$ cat src/sv/ihrc_pkg.sv
// ----------------------------------------------------------------------------
// ihrc_pkg
// Types, codes and helper functions shared by the hex record checker.
// ----------------------------------------------------------------------------
package ihrc_pkg;

   localparam int unsigned MAX_DATA_BYTES_DEF = 16;
   localparam int unsigned POS_W              = 10;
   localparam int unsigned END_LEN            = 11;
   localparam int unsigned HDR_BYTES          = 5;

   localparam logic [POS_W-1:0] POS_MAX = '1;

   localparam logic [7:0] CHAR_COLON = 8'h3A;
   localparam logic [7:0] CHAR_CR    = 8'h0D;
   localparam logic [7:0] CHAR_LF    = 8'h0A;

   localparam logic CMD_CHAR = 1'b0;
   localparam logic CMD_EOF  = 1'b1;

   typedef enum logic [1:0] {
      KIND_WORD = 2'd0,
      KIND_LINE = 2'd1,
      KIND_FILE = 2'd2
   } kind_type;

   typedef enum logic [2:0] {
      LS_DATA      = 3'd0,
      LS_OTHER     = 3'd1,
      LS_END       = 3'd2,
      LS_NO_COLON  = 3'd3,
      LS_LENGTH    = 3'd4,
      LS_CHECKSUM  = 3'd5,
      LS_MALFORMED = 3'd6,
      LS_TOO_LONG  = 3'd7
   } line_status_type;

   // no fault recorded shares the data code
   localparam line_status_type FAULT_NONE = LS_DATA;

   typedef enum logic [1:0] {
      FS_VALID    = 2'd0,
      FS_BAD_LINE = 2'd1,
      FS_NO_END   = 2'd2
   } file_status_type;

   typedef enum logic [2:0] {
      ST_IDLE,
      ST_READ,
      ST_WORD,
      ST_LINE,
      ST_FILE
   } state_type;

   typedef struct packed {
      logic take_char;
      logic clear_line;
      logic clear_file;
      logic word_clear;
      logic emit_word;
      logic emit_line;
      logic emit_file;
      logic last;
   } ctrl_cmd_type;

   typedef struct packed {
      logic            line_empty;
      logic            file_failed;
      line_status_type line_status;
      logic            has_words;
      logic            last_word;
      logic            out_free;
   } dp_status_type;

   // character of the end record text at a position below END_LEN
   function automatic logic [7:0] end_char(input logic [3:0] pos);
      logic [7:0] c;
      case (pos)
         4'd0:    c = CHAR_COLON;
         4'd8:    c = 8'h31;
         4'd9:    c = 8'h46;
         4'd10:   c = 8'h46;
         default: c = 8'h30;
      endcase
      return c;
   endfunction

   // {valid, value} of a hex digit in either case
   function automatic logic [4:0] hex_decode(input logic [7:0] c);
      logic [4:0] r;
      if (c >= 8'h30 && c <= 8'h39) begin
         r = {1'b1, 4'(c - 8'h30)};
      end else if (c >= 8'h41 && c <= 8'h46) begin
         r = {1'b1, 4'(c - 8'h37)};
      end else if (c >= 8'h61 && c <= 8'h66) begin
         r = {1'b1, 4'(c - 8'h57)};
      end else begin
         r = 5'd0;
      end
      return r;
   endfunction

endpackage

$ cat src/sv/ihrc_ctrl.sv
// ----------------------------------------------------------------------------
// ihrc_ctrl
// Sequencer: takes items, walks line end through word writes, line status
// and file status.
// ----------------------------------------------------------------------------
module ihrc_ctrl (
   input  logic                   clock,
   input  logic                   reset,
   input  logic                   req_valid,
   output logic                   req_stall,
   input  logic                   req_command,
   input  logic [7:0]             req_char_in,
   input  ihrc_pkg::dp_status_type dp_status,
   output ihrc_pkg::ctrl_cmd_type  cmd
);
   import ihrc_pkg::*;

   state_type state_ff, state_in;
   logic      eof_ff, eof_in;
   logic      accept;
   logic      is_term;

   assign req_stall = (state_ff != ST_IDLE);
   assign accept    = req_valid && !req_stall;
   assign is_term   = (req_command == CMD_EOF) ||
                      (req_char_in == CHAR_CR) || (req_char_in == CHAR_LF);

   always_ff @(posedge clock) begin
      if (reset) begin
         state_ff <= ST_IDLE;
         eof_ff   <= 1'b0;
      end else begin
         state_ff <= state_in;
         eof_ff   <= eof_in;
      end
   end

   always_comb begin
      state_in = state_ff;
      eof_in   = eof_ff;
      cmd      = '0;
      case (state_ff)
         ST_IDLE: begin
            if (accept) begin
               if (!is_term) begin
                  cmd.take_char = 1'b1;
               end else begin
                  eof_in = (req_command == CMD_EOF);
                  if (dp_status.line_empty || dp_status.file_failed) begin
                     cmd.clear_line = 1'b1;
                     state_in = (req_command == CMD_EOF) ? ST_FILE : ST_IDLE;
                  end else if (dp_status.line_status == LS_DATA &&
                               dp_status.has_words) begin
                     cmd.word_clear = 1'b1;
                     state_in = ST_READ;
                  end else begin
                     state_in = ST_LINE;
                  end
               end
            end
         end
         ST_READ: begin
            state_in = ST_WORD;
         end
         ST_WORD: begin
            if (dp_status.out_free) begin
               cmd.emit_word = 1'b1;
               state_in = dp_status.last_word ? ST_LINE : ST_READ;
            end
         end
         ST_LINE: begin
            if (dp_status.out_free) begin
               cmd.emit_line  = 1'b1;
               cmd.last       = !eof_ff;
               cmd.clear_line = 1'b1;
               state_in = eof_ff ? ST_FILE : ST_IDLE;
            end
         end
         ST_FILE: begin
            if (dp_status.out_free) begin
               cmd.emit_file  = 1'b1;
               cmd.last       = 1'b1;
               cmd.clear_line = 1'b1;
               cmd.clear_file = 1'b1;
               eof_in   = 1'b0;
               state_in = ST_IDLE;
            end
         end
         default: begin
            state_in = ST_IDLE;
         end
      endcase
   end

endmodule

$ cat src/sv/ihrc_dpath.sv
// ----------------------------------------------------------------------------
// ihrc_dpath
// Line registers, data byte buffer, status evaluation and result register.
// ----------------------------------------------------------------------------
module ihrc_dpath #(
   parameter int unsigned MAX_DATA_BYTES = ihrc_pkg::MAX_DATA_BYTES_DEF
) (
   input  logic                    clock,
   input  logic                    reset,
   input  logic [7:0]              req_char_in,
   input  ihrc_pkg::ctrl_cmd_type  cmd,
   output ihrc_pkg::dp_status_type dp_status,
   output logic                    rsp_valid,
   input  logic                    rsp_stall,
   output logic [1:0]              rsp_kind,
   output logic [14:0]             rsp_word_address,
   output logic [15:0]             rsp_word_data,
   output logic [2:0]              rsp_status,
   output logic                    rsp_last
);
   import ihrc_pkg::*;

   localparam int unsigned WORDS  = (MAX_DATA_BYTES + 1) / 2;
   localparam int unsigned WIDX_W = (WORDS > 1) ? $clog2(WORDS) : 1;
   localparam int unsigned BIDX_W = $clog2(MAX_DATA_BYTES + HDR_BYTES + 1);
   localparam logic [BIDX_W-1:0] BIDX_LIMIT = BIDX_W'(MAX_DATA_BYTES + HDR_BYTES);

   logic [POS_W-1:0]  pos_ff, pos_in;
   logic [3:0]        nib_ff, nib_in;
   logic [BIDX_W-1:0] bidx_ff, bidx_in;
   logic [7:0]        cnt_ff, cnt_in;
   logic [15:0]       off_ff, off_in;
   logic [7:0]        rtype_ff, rtype_in;
   logic [7:0]        sum_ff, sum_in;
   line_status_type   fault_ff, fault_in;
   logic              endm_ff, endm_in;
   logic              failed_ff, failed_in;
   logic              seen_ff, seen_in;
   logic [WIDX_W-1:0] widx_ff, widx_in;

   logic [7:0] even_mem [WORDS];
   logic [7:0] odd_mem  [WORDS];
   logic [7:0] even_rd_ff;
   logic [7:0] odd_rd_ff;

   logic              rsp_valid_ff, rsp_valid_in;
   kind_type          rsp_kind_ff, rsp_kind_in;
   logic [14:0]       rsp_addr_ff, rsp_addr_in;
   logic [15:0]       rsp_data_ff, rsp_data_in;
   logic [2:0]        rsp_status_ff, rsp_status_in;
   logic              rsp_last_ff, rsp_last_in;

   logic [4:0]        hex;
   logic [7:0]        byte_val;
   logic [BIDX_W-1:0] didx;
   logic              wr_en;
   logic [WIDX_W-1:0] wr_addr;
   line_status_type   line_status;
   file_status_type   file_status;
   logic [6:0]        nwords;

   assign hex      = hex_decode(req_char_in);
   assign byte_val = {nib_ff, hex[3:0]};
   assign didx     = bidx_ff - BIDX_W'(4);
   assign wr_addr  = WIDX_W'(didx >> 1);
   assign nwords   = cnt_ff[7:1];

   // line verdict from the current line registers
   always_comb begin
      if (endm_ff && pos_ff == POS_W'(END_LEN)) begin
         line_status = LS_END;
      end else if (fault_ff != FAULT_NONE) begin
         line_status = fault_ff;
      end else if (!pos_ff[0]) begin
         line_status = LS_MALFORMED;
      end else if (bidx_ff < BIDX_W'(HDR_BYTES) ||
                   9'(bidx_ff) != 9'(cnt_ff) + 9'(HDR_BYTES)) begin
         line_status = LS_LENGTH;
      end else if (sum_ff != 8'd0) begin
         line_status = LS_CHECKSUM;
      end else if (rtype_ff != 8'd0) begin
         line_status = LS_OTHER;
      end else begin
         line_status = LS_DATA;
      end
   end

   always_comb begin
      if (failed_ff) begin
         file_status = FS_BAD_LINE;
      end else if (seen_ff) begin
         file_status = FS_VALID;
      end else begin
         file_status = FS_NO_END;
      end
   end

   assign dp_status.line_empty  = (pos_ff == '0);
   assign dp_status.file_failed = failed_ff;
   assign dp_status.line_status = line_status;
   assign dp_status.has_words   = (nwords != 7'd0);
   assign dp_status.last_word   = (7'(widx_ff) == nwords - 7'd1);
   assign dp_status.out_free    = !rsp_valid_ff || !rsp_stall;

   // line and file registers
   always_comb begin
      pos_in    = pos_ff;
      nib_in    = nib_ff;
      bidx_in   = bidx_ff;
      cnt_in    = cnt_ff;
      off_in    = off_ff;
      rtype_in  = rtype_ff;
      sum_in    = sum_ff;
      fault_in  = fault_ff;
      endm_in   = endm_ff;
      failed_in = failed_ff;
      seen_in   = seen_ff;
      widx_in   = widx_ff;
      wr_en     = 1'b0;

      if (cmd.take_char) begin
         if (pos_ff != POS_MAX) begin
            pos_in = pos_ff + POS_W'(1);
         end
         if (pos_ff >= POS_W'(END_LEN) || req_char_in != end_char(pos_ff[3:0])) begin
            endm_in = 1'b0;
         end
         if (fault_ff == FAULT_NONE) begin
            if (pos_ff == '0) begin
               if (req_char_in != CHAR_COLON) begin
                  fault_in = LS_NO_COLON;
               end
            end else if (!hex[4]) begin
               fault_in = LS_MALFORMED;
            end else if (bidx_ff >= BIDX_LIMIT) begin
               fault_in = LS_TOO_LONG;
            end else if (pos_ff[0]) begin
               nib_in = hex[3:0];
            end else begin
               case (bidx_ff)
                  BIDX_W'(0): cnt_in   = byte_val;
                  BIDX_W'(1): off_in   = {byte_val, off_ff[7:0]};
                  BIDX_W'(2): off_in   = {off_ff[15:8], byte_val};
                  BIDX_W'(3): rtype_in = byte_val;
                  default: begin
                     wr_en = (9'(didx) < 9'(cnt_ff)) &&
                             (9'(didx) < 9'(MAX_DATA_BYTES));
                  end
               endcase
               sum_in  = sum_ff + byte_val;
               bidx_in = bidx_ff + BIDX_W'(1);
            end
         end
      end

      if (cmd.word_clear) begin
         widx_in = '0;
      end
      if (cmd.emit_word) begin
         widx_in = widx_ff + WIDX_W'(1);
      end
      if (cmd.emit_line) begin
         if (line_status == LS_END) begin
            seen_in = 1'b1;
         end
         if (line_status >= LS_NO_COLON) begin
            failed_in = 1'b1;
         end
      end
      if (cmd.clear_line) begin
         pos_in   = '0;
         nib_in   = '0;
         bidx_in  = '0;
         cnt_in   = '0;
         off_in   = '0;
         rtype_in = '0;
         sum_in   = '0;
         fault_in = FAULT_NONE;
         endm_in  = 1'b1;
      end
      if (cmd.clear_file) begin
         failed_in = 1'b0;
         seen_in   = 1'b0;
      end
   end

   always_ff @(posedge clock) begin
      if (reset) begin
         pos_ff    <= '0;
         nib_ff    <= '0;
         bidx_ff   <= '0;
         cnt_ff    <= '0;
         off_ff    <= '0;
         rtype_ff  <= '0;
         sum_ff    <= '0;
         fault_ff  <= FAULT_NONE;
         endm_ff   <= 1'b1;
         failed_ff <= 1'b0;
         seen_ff   <= 1'b0;
         widx_ff   <= '0;
      end else begin
         pos_ff    <= pos_in;
         nib_ff    <= nib_in;
         bidx_ff   <= bidx_in;
         cnt_ff    <= cnt_in;
         off_ff    <= off_in;
         rtype_ff  <= rtype_in;
         sum_ff    <= sum_in;
         fault_ff  <= fault_in;
         endm_ff   <= endm_in;
         failed_ff <= failed_in;
         seen_ff   <= seen_in;
         widx_ff   <= widx_in;
      end
   end

   // data bytes, even and odd banks so one read gives a whole word
   always_ff @(posedge clock) begin
      if (wr_en && !didx[0]) begin
         even_mem[wr_addr] <= byte_val;
      end
      if (wr_en && didx[0]) begin
         odd_mem[wr_addr] <= byte_val;
      end
      even_rd_ff <= even_mem[widx_ff];
      odd_rd_ff  <= odd_mem[widx_ff];
   end

   // result register
   always_comb begin
      rsp_valid_in  = rsp_valid_ff && rsp_stall;
      rsp_kind_in   = rsp_kind_ff;
      rsp_addr_in   = rsp_addr_ff;
      rsp_data_in   = rsp_data_ff;
      rsp_status_in = rsp_status_ff;
      rsp_last_in   = rsp_last_ff;
      if (cmd.emit_word) begin
         rsp_valid_in  = 1'b1;
         rsp_kind_in   = KIND_WORD;
         rsp_addr_in   = off_ff[15:1] + 15'(widx_ff);
         rsp_data_in   = {even_rd_ff, odd_rd_ff};
         rsp_status_in = '0;
         rsp_last_in   = 1'b0;
      end else if (cmd.emit_line) begin
         rsp_valid_in  = 1'b1;
         rsp_kind_in   = KIND_LINE;
         rsp_addr_in   = '0;
         rsp_data_in   = '0;
         rsp_status_in = line_status;
         rsp_last_in   = cmd.last;
      end else if (cmd.emit_file) begin
         rsp_valid_in  = 1'b1;
         rsp_kind_in   = KIND_FILE;
         rsp_addr_in   = '0;
         rsp_data_in   = '0;
         rsp_status_in = {1'b0, file_status};
         rsp_last_in   = cmd.last;
      end
   end

   always_ff @(posedge clock) begin
      if (reset) begin
         rsp_valid_ff <= 1'b0;
      end else begin
         rsp_valid_ff <= rsp_valid_in;
      end
      rsp_kind_ff   <= rsp_kind_in;
      rsp_addr_ff   <= rsp_addr_in;
      rsp_data_ff   <= rsp_data_in;
      rsp_status_ff <= rsp_status_in;
      rsp_last_ff   <= rsp_last_in;
   end

   assign rsp_valid        = rsp_valid_ff;
   assign rsp_kind         = rsp_kind_ff;
   assign rsp_word_address = rsp_addr_ff;
   assign rsp_word_data    = rsp_data_ff;
   assign rsp_status       = rsp_status_ff;
   assign rsp_last         = rsp_last_ff;

endmodule

$ cat src/sv/intel_hex_record_checker_unit.sv
// A plain character gives no result. A line end gives its first result from the
// result register after the LINE state (status only) or READ and WORD (data).
// Input: one character per cycle while idle; a data line end holds input for a
// buffer read (READ) and result load (WORD) per word write, then the line status
// and, on end of file, the file status. Reset is synchronous, active high.
// ----------------------------------------------------------------------------
// intel_hex_record_checker_unit
// Checks hex file lines character by character and issues word writes and
// line and file status.
// ----------------------------------------------------------------------------
module intel_hex_record_checker_unit #(
   parameter int unsigned MAX_DATA_BYTES = ihrc_pkg::MAX_DATA_BYTES_DEF
) (
   input  logic        clock,
   input  logic        reset,
   input  logic        req_valid,
   output logic        req_stall,
   input  logic        req_command,
   input  logic [7:0]  req_char_in,
   output logic        rsp_valid,
   input  logic        rsp_stall,
   output logic [1:0]  rsp_kind,
   output logic [14:0] rsp_word_address,
   output logic [15:0] rsp_word_data,
   output logic [2:0]  rsp_status,
   output logic        rsp_last
);
   import ihrc_pkg::*;

   ctrl_cmd_type  cmd;
   dp_status_type dp_status;

   ihrc_ctrl u_ctrl (
      .clock       (clock),
      .reset       (reset),
      .req_valid   (req_valid),
      .req_stall   (req_stall),
      .req_command (req_command),
      .req_char_in (req_char_in),
      .dp_status   (dp_status),
      .cmd         (cmd)
   );

   ihrc_dpath #(
      .MAX_DATA_BYTES (MAX_DATA_BYTES)
   ) u_dpath (
      .clock            (clock),
      .reset            (reset),
      .req_char_in      (req_char_in),
      .cmd              (cmd),
      .dp_status        (dp_status),
      .rsp_valid        (rsp_valid),
      .rsp_stall        (rsp_stall),
      .rsp_kind         (rsp_kind),
      .rsp_word_address (rsp_word_address),
      .rsp_word_data    (rsp_word_data),
      .rsp_status       (rsp_status),
      .rsp_last         (rsp_last)
   );

endmodule

$ cat config.mk
export PLATFORM = sky130hd
export DESIGN_NAME = intel_hex_record_checker_unit
export DESIGN_NICKNAME = d
export VERILOG_FILES = /design/src/sv/ihrc_pkg.sv /design/src/sv/ihrc_ctrl.sv /design/src/sv/ihrc_dpath.sv /design/src/sv/intel_hex_record_checker_unit.sv
export SDC_FILE = /design/constraint.sdc
export NUM_CORES = 1
export LEC_CHECK = 0
export ABC_CLOCK_PERIOD_IN_PS = 4300
export BUFFER_PORTS_ARGS = -buffer_cell sky130_fd_sc_hd__buf_2
export CAP_MARGIN = 5
export CELL_PAD_IN_SITES_DETAIL_PLACEMENT = 1
export CELL_PAD_IN_SITES_GLOBAL_PLACEMENT = 1
export CORE_ASPECT_RATIO = 1.1
export CORE_MARGIN = 4
export CORE_UTILIZATION = 30
export DETAILED_ROUTE_END_ITERATION = 16
export PLACE_DENSITY_LB_ADDON = 0.1
export SLEW_MARGIN = 40
export SYNTH_ARGS = -nofsm -noshare
export SYNTH_HDL_FRONTEND = slang
export SYNTH_SLANG_ARGS = --single-unit
$ cat constraint.sdc
create_clock -name clock -period 4.3 [get_ports clock]
set_clock_uncertainty 0.05 [all_clocks]
set_input_delay 0.43 -clock clock [delete_from_list [all_inputs] [get_ports clock]]
set_output_delay 0.43 -clock clock [all_outputs]
set_load 0.02 [all_outputs]
==> metrics.cfg <==
[status]
outcome = complete, no violations

[global_routing]
grt_start_max_net_pins = 37
grt_util_all_layers_pct = 14.0
antenna_found_initial = 0
overflow = 0
grt_pass1_wl_um = 45700
grt_pass1_vias = 7588

[critical_path]
critPathMaxFanout = 16
cp_slowest_cell = dfxtp_1
worstPathArrival_ps = 3440
start_kind = register
crit_chain = inv_1, ha_1, or4_1, a211oi_1, a21oi_1, nor2_1, nand3_4, nor4b_2, buf_4
cpPeakStageDelay_ps = 550
end_kind = register
cp.required_ps = 4500
rrSetupSlack_ps = 1060
path_class = register to register

[floorplan]
rows = 74
die_area_mm2 = 0.0415
floorplan.initialDensity_pct = 30.6
ios = 52
die_height_um = 213
fp.coreArea_mm2 = 0.0375
dieWidth_um = 194

[placement]
place_area_mm2 = 0.0125
place_inst = 1431
hpwl_um = 19500
place.gp.congestion = 0.739
pre_cts_slack_ps = 698
port-buffer-count = 51

[synthesis]
postSynthCellCount = 889
ys_seq_area_share_pct = 58.0
ys.flop_type = edfxtp_1
synth_edf_count = 159
syn_nets = 940
synth-async-reset-ratio_pct = 0
yosys_warnings = 0
yosys_register_bits = 253
avgSynthCellArea_um2 = 12.9
synth_cell_types = 74
netlist_area_mm2 = 0.0115

[power]
p_clk_share_pct = 42.6
power_frac_comb_pct = 8.1
p_int_uw = 4080
p_sw_uw = 1320
p_leak_uw = 0.00467
powerDensity_mw_per_mm2 = 403
swShare_pct = 24.4
ir_drop_uv = 205
p_seq_share_pct = 49.3

[cts]
insertion_delay_ps = 550
cts-root-buf = clkbuf_16
postCtsSetupRepairBufs = 0
cts_resized = 0
htree_levels = 1
cts_made_buffers = 29
clock_sinks = 253
cts.path.max_buffers = 3
ctsHoldBuffers = 0
cts_tree = built
clkTransAtPathRegs_ps = 60

[layout]
antenna_cells = 0
syn2layout_area_growth_pct = 16.8
nNetsFinal = 1019
layout-drive-gt1-share_pct = 21.8
fin_cells = 1484
fillCellCount = 4012
final_cell_area_mm2 = 0.0134

[hold_path]
hp-class = input pin to register

[timing]
drv_slew = 0
fin_crit_sh_pct = 75.3
hold_viol = 0
rsz0062_at_grt = no
setup_ws_ps = 1060
tns_ps = 0
worst_pin_slew_ps = 805
min_period_ps = 3240
slew_headroom_pct = 45.9
max_clock_freq_mhz = 309
setup_viol = 0

[detailed_routing]
detail_route.vias_per_cell = 4.86
drt_pass1_iterations = 5
vias = 7211
wl_um = 29100
wl_per_cell_um = 19.6
drt_iter0_drc = 380
drc_errors = 0
antenna_left = 0

[run]
maxCapViolCount = 0

## final timing paths
| check | from | endpoint | cells past startpoint |
|---|---|---|---|
| worst min-delay path | req_command | u_ctrl.eof_ff | 3 |
| worst max-delay path | u_dpath.bidx_ff[1] | u_dpath.odd_mem[5][1] | 9 |
| worst min register to register | u_dpath.rsp_kind[0] | u_dpath.rsp_kind[0] | 2 |
| worst max register to register | u_dpath.bidx_ff[1] | u_dpath.odd_mem[5][1] | 9 |
## power by group through the flow
| stage | clock [uW] | combinational, uW | sequential, uW |
|---|---|---|---|
| final | 2300 | 436 | 2660 |
| after global routing | 2500 | 484 | 2670 |
| after CTS | 2390 | 451 | 2670 |
| after detailed placement | 0 | 449 | 2720 |
| after global placement | 0 | 449 | 2720 |
| after floorplan | 0 | 234 | 2770 |
## cell usage after synthesis, drive strengths merged, types with 10 or more instances
cell type	n	share of area [%]
o21ai	21	0.92
nand4	10	0.73
mux4	32	6.3
nor3	13	0.76
xor2	17	1.3
mux2	18	1.8
clkbuf	29	0.95
nand3	14	0.72
or3	13	0.71
nor4b	17	2.0
mux2i	40	3.5
nor4	12	0.65
xnor2	21	1.6
nand2	54	1.8
inv	32	1.0
ha	36	3.9
dfxtp	94	16
nor2	95	3.1
a21oi	35	1.5
nor2b	12	0.65
nand3b	10	0.65
edfxtp	159	42
and2	20	1.1
## state kept, by name (all words and copies together) (netlist names), 4 cells and up
name / count
u_dpath.even_mem: 64
u_dpath.odd_mem: 64
u_dpath.rsp_word_data: 16
u_dpath.off_ff: 15
u_dpath.rsp_word_address: 15
u_dpath.pos_ff: 10
u_dpath.cnt_ff: 8
u_dpath.even_rd_ff: 8
u_dpath.odd_rd_ff: 8
u_dpath.rtype_ff: 8
u_dpath.sum_ff: 8
u_dpath.bidx_ff: 5
u_dpath.nib_ff: 4
## critical path, delay by kind of cell (launching register included)
kind	cells	cell delay, ps
AO/OA/AOI/OAI	2	320
adder cells (fa/ha/maj)	1	270
buffers and inverters	2	420
flip-flops	1	550
AND/OR/NAND/NOR	4	1350
## logic make-up (layout without fill, tap and decap cells)
kind of cell	Yosys count	after routing	share of synthesized area, %
xor gates and xnor gates	38	38	2.90
buffers and inverters	70	171	2.42
DFF	253	253	58.0
muxes	90	90	11.5
AOI/OAI and AO/OA	103	103	6.12
and+or+nand+nor	297	297	14.8
adders and majority gates	38	38	4.27
## cell usage in the layout (no fill, tap or decap), types with 4 or more instances in the layout
master      instances
a211oi_1            4
xor2_1             17
o21ai_1             4
edfxtp_1          159
mux2_2             17
mux2i_1            39
dfxtp_1            93
clkbuf_16          29
a21o_1              5
o22ai_1             4
ha_1               36
nand4_1             8
mux4_2             32
nor4_1             12
nand2_1            53
and2_1             20
or3_1              13
xnor2_1            21
buf_2              51
nand3b_1           10
clkinv_1            7
nor4b_2            16
nor2_1             94
buf_4              35
nor2b_1            12
inv_1              32
o21ai_0            17
o31ai_1             5
or4_1               7
clkinv_2            4
a21oi_1            35
clkinvlp_4          5
nand3_1            13
nor3_1             11
## metrics by stage
stage	utilization [%]	total power, uW	hold slack, ps
2_1_floorplan	-	3000	370
3_3_place_gp	33.4	3160	381
3_5_place_dp	33.4	3170	384
4_1_cts	35.7	5500	119
5_1_grt	35.7	5660	133
6_report	35.7	5400	152
## layer usage
layer	track usage (%)	part of all wire, %
met1	18.9	47
met2	24.5	50
met3	1.69	2.6
met4	3.06	1.3
met5	0	0
## layout make-up
cell class / instances / area, um^2 / area share [%]
repair buffers: 86 / 518 / 3.86
inverters: 32 / 120 / 0.896
clock inverters: 20 / 140 / 1.05
multi-input cells: 566 / 4600 / 34.3
well taps: 494 / 618 / 4.61
clock buffers: 33 / 751 / 5.60
flip-flops and latches: 253 / 6660 / 49.7
Note: power is estimated with default switching activity, not from simulation.
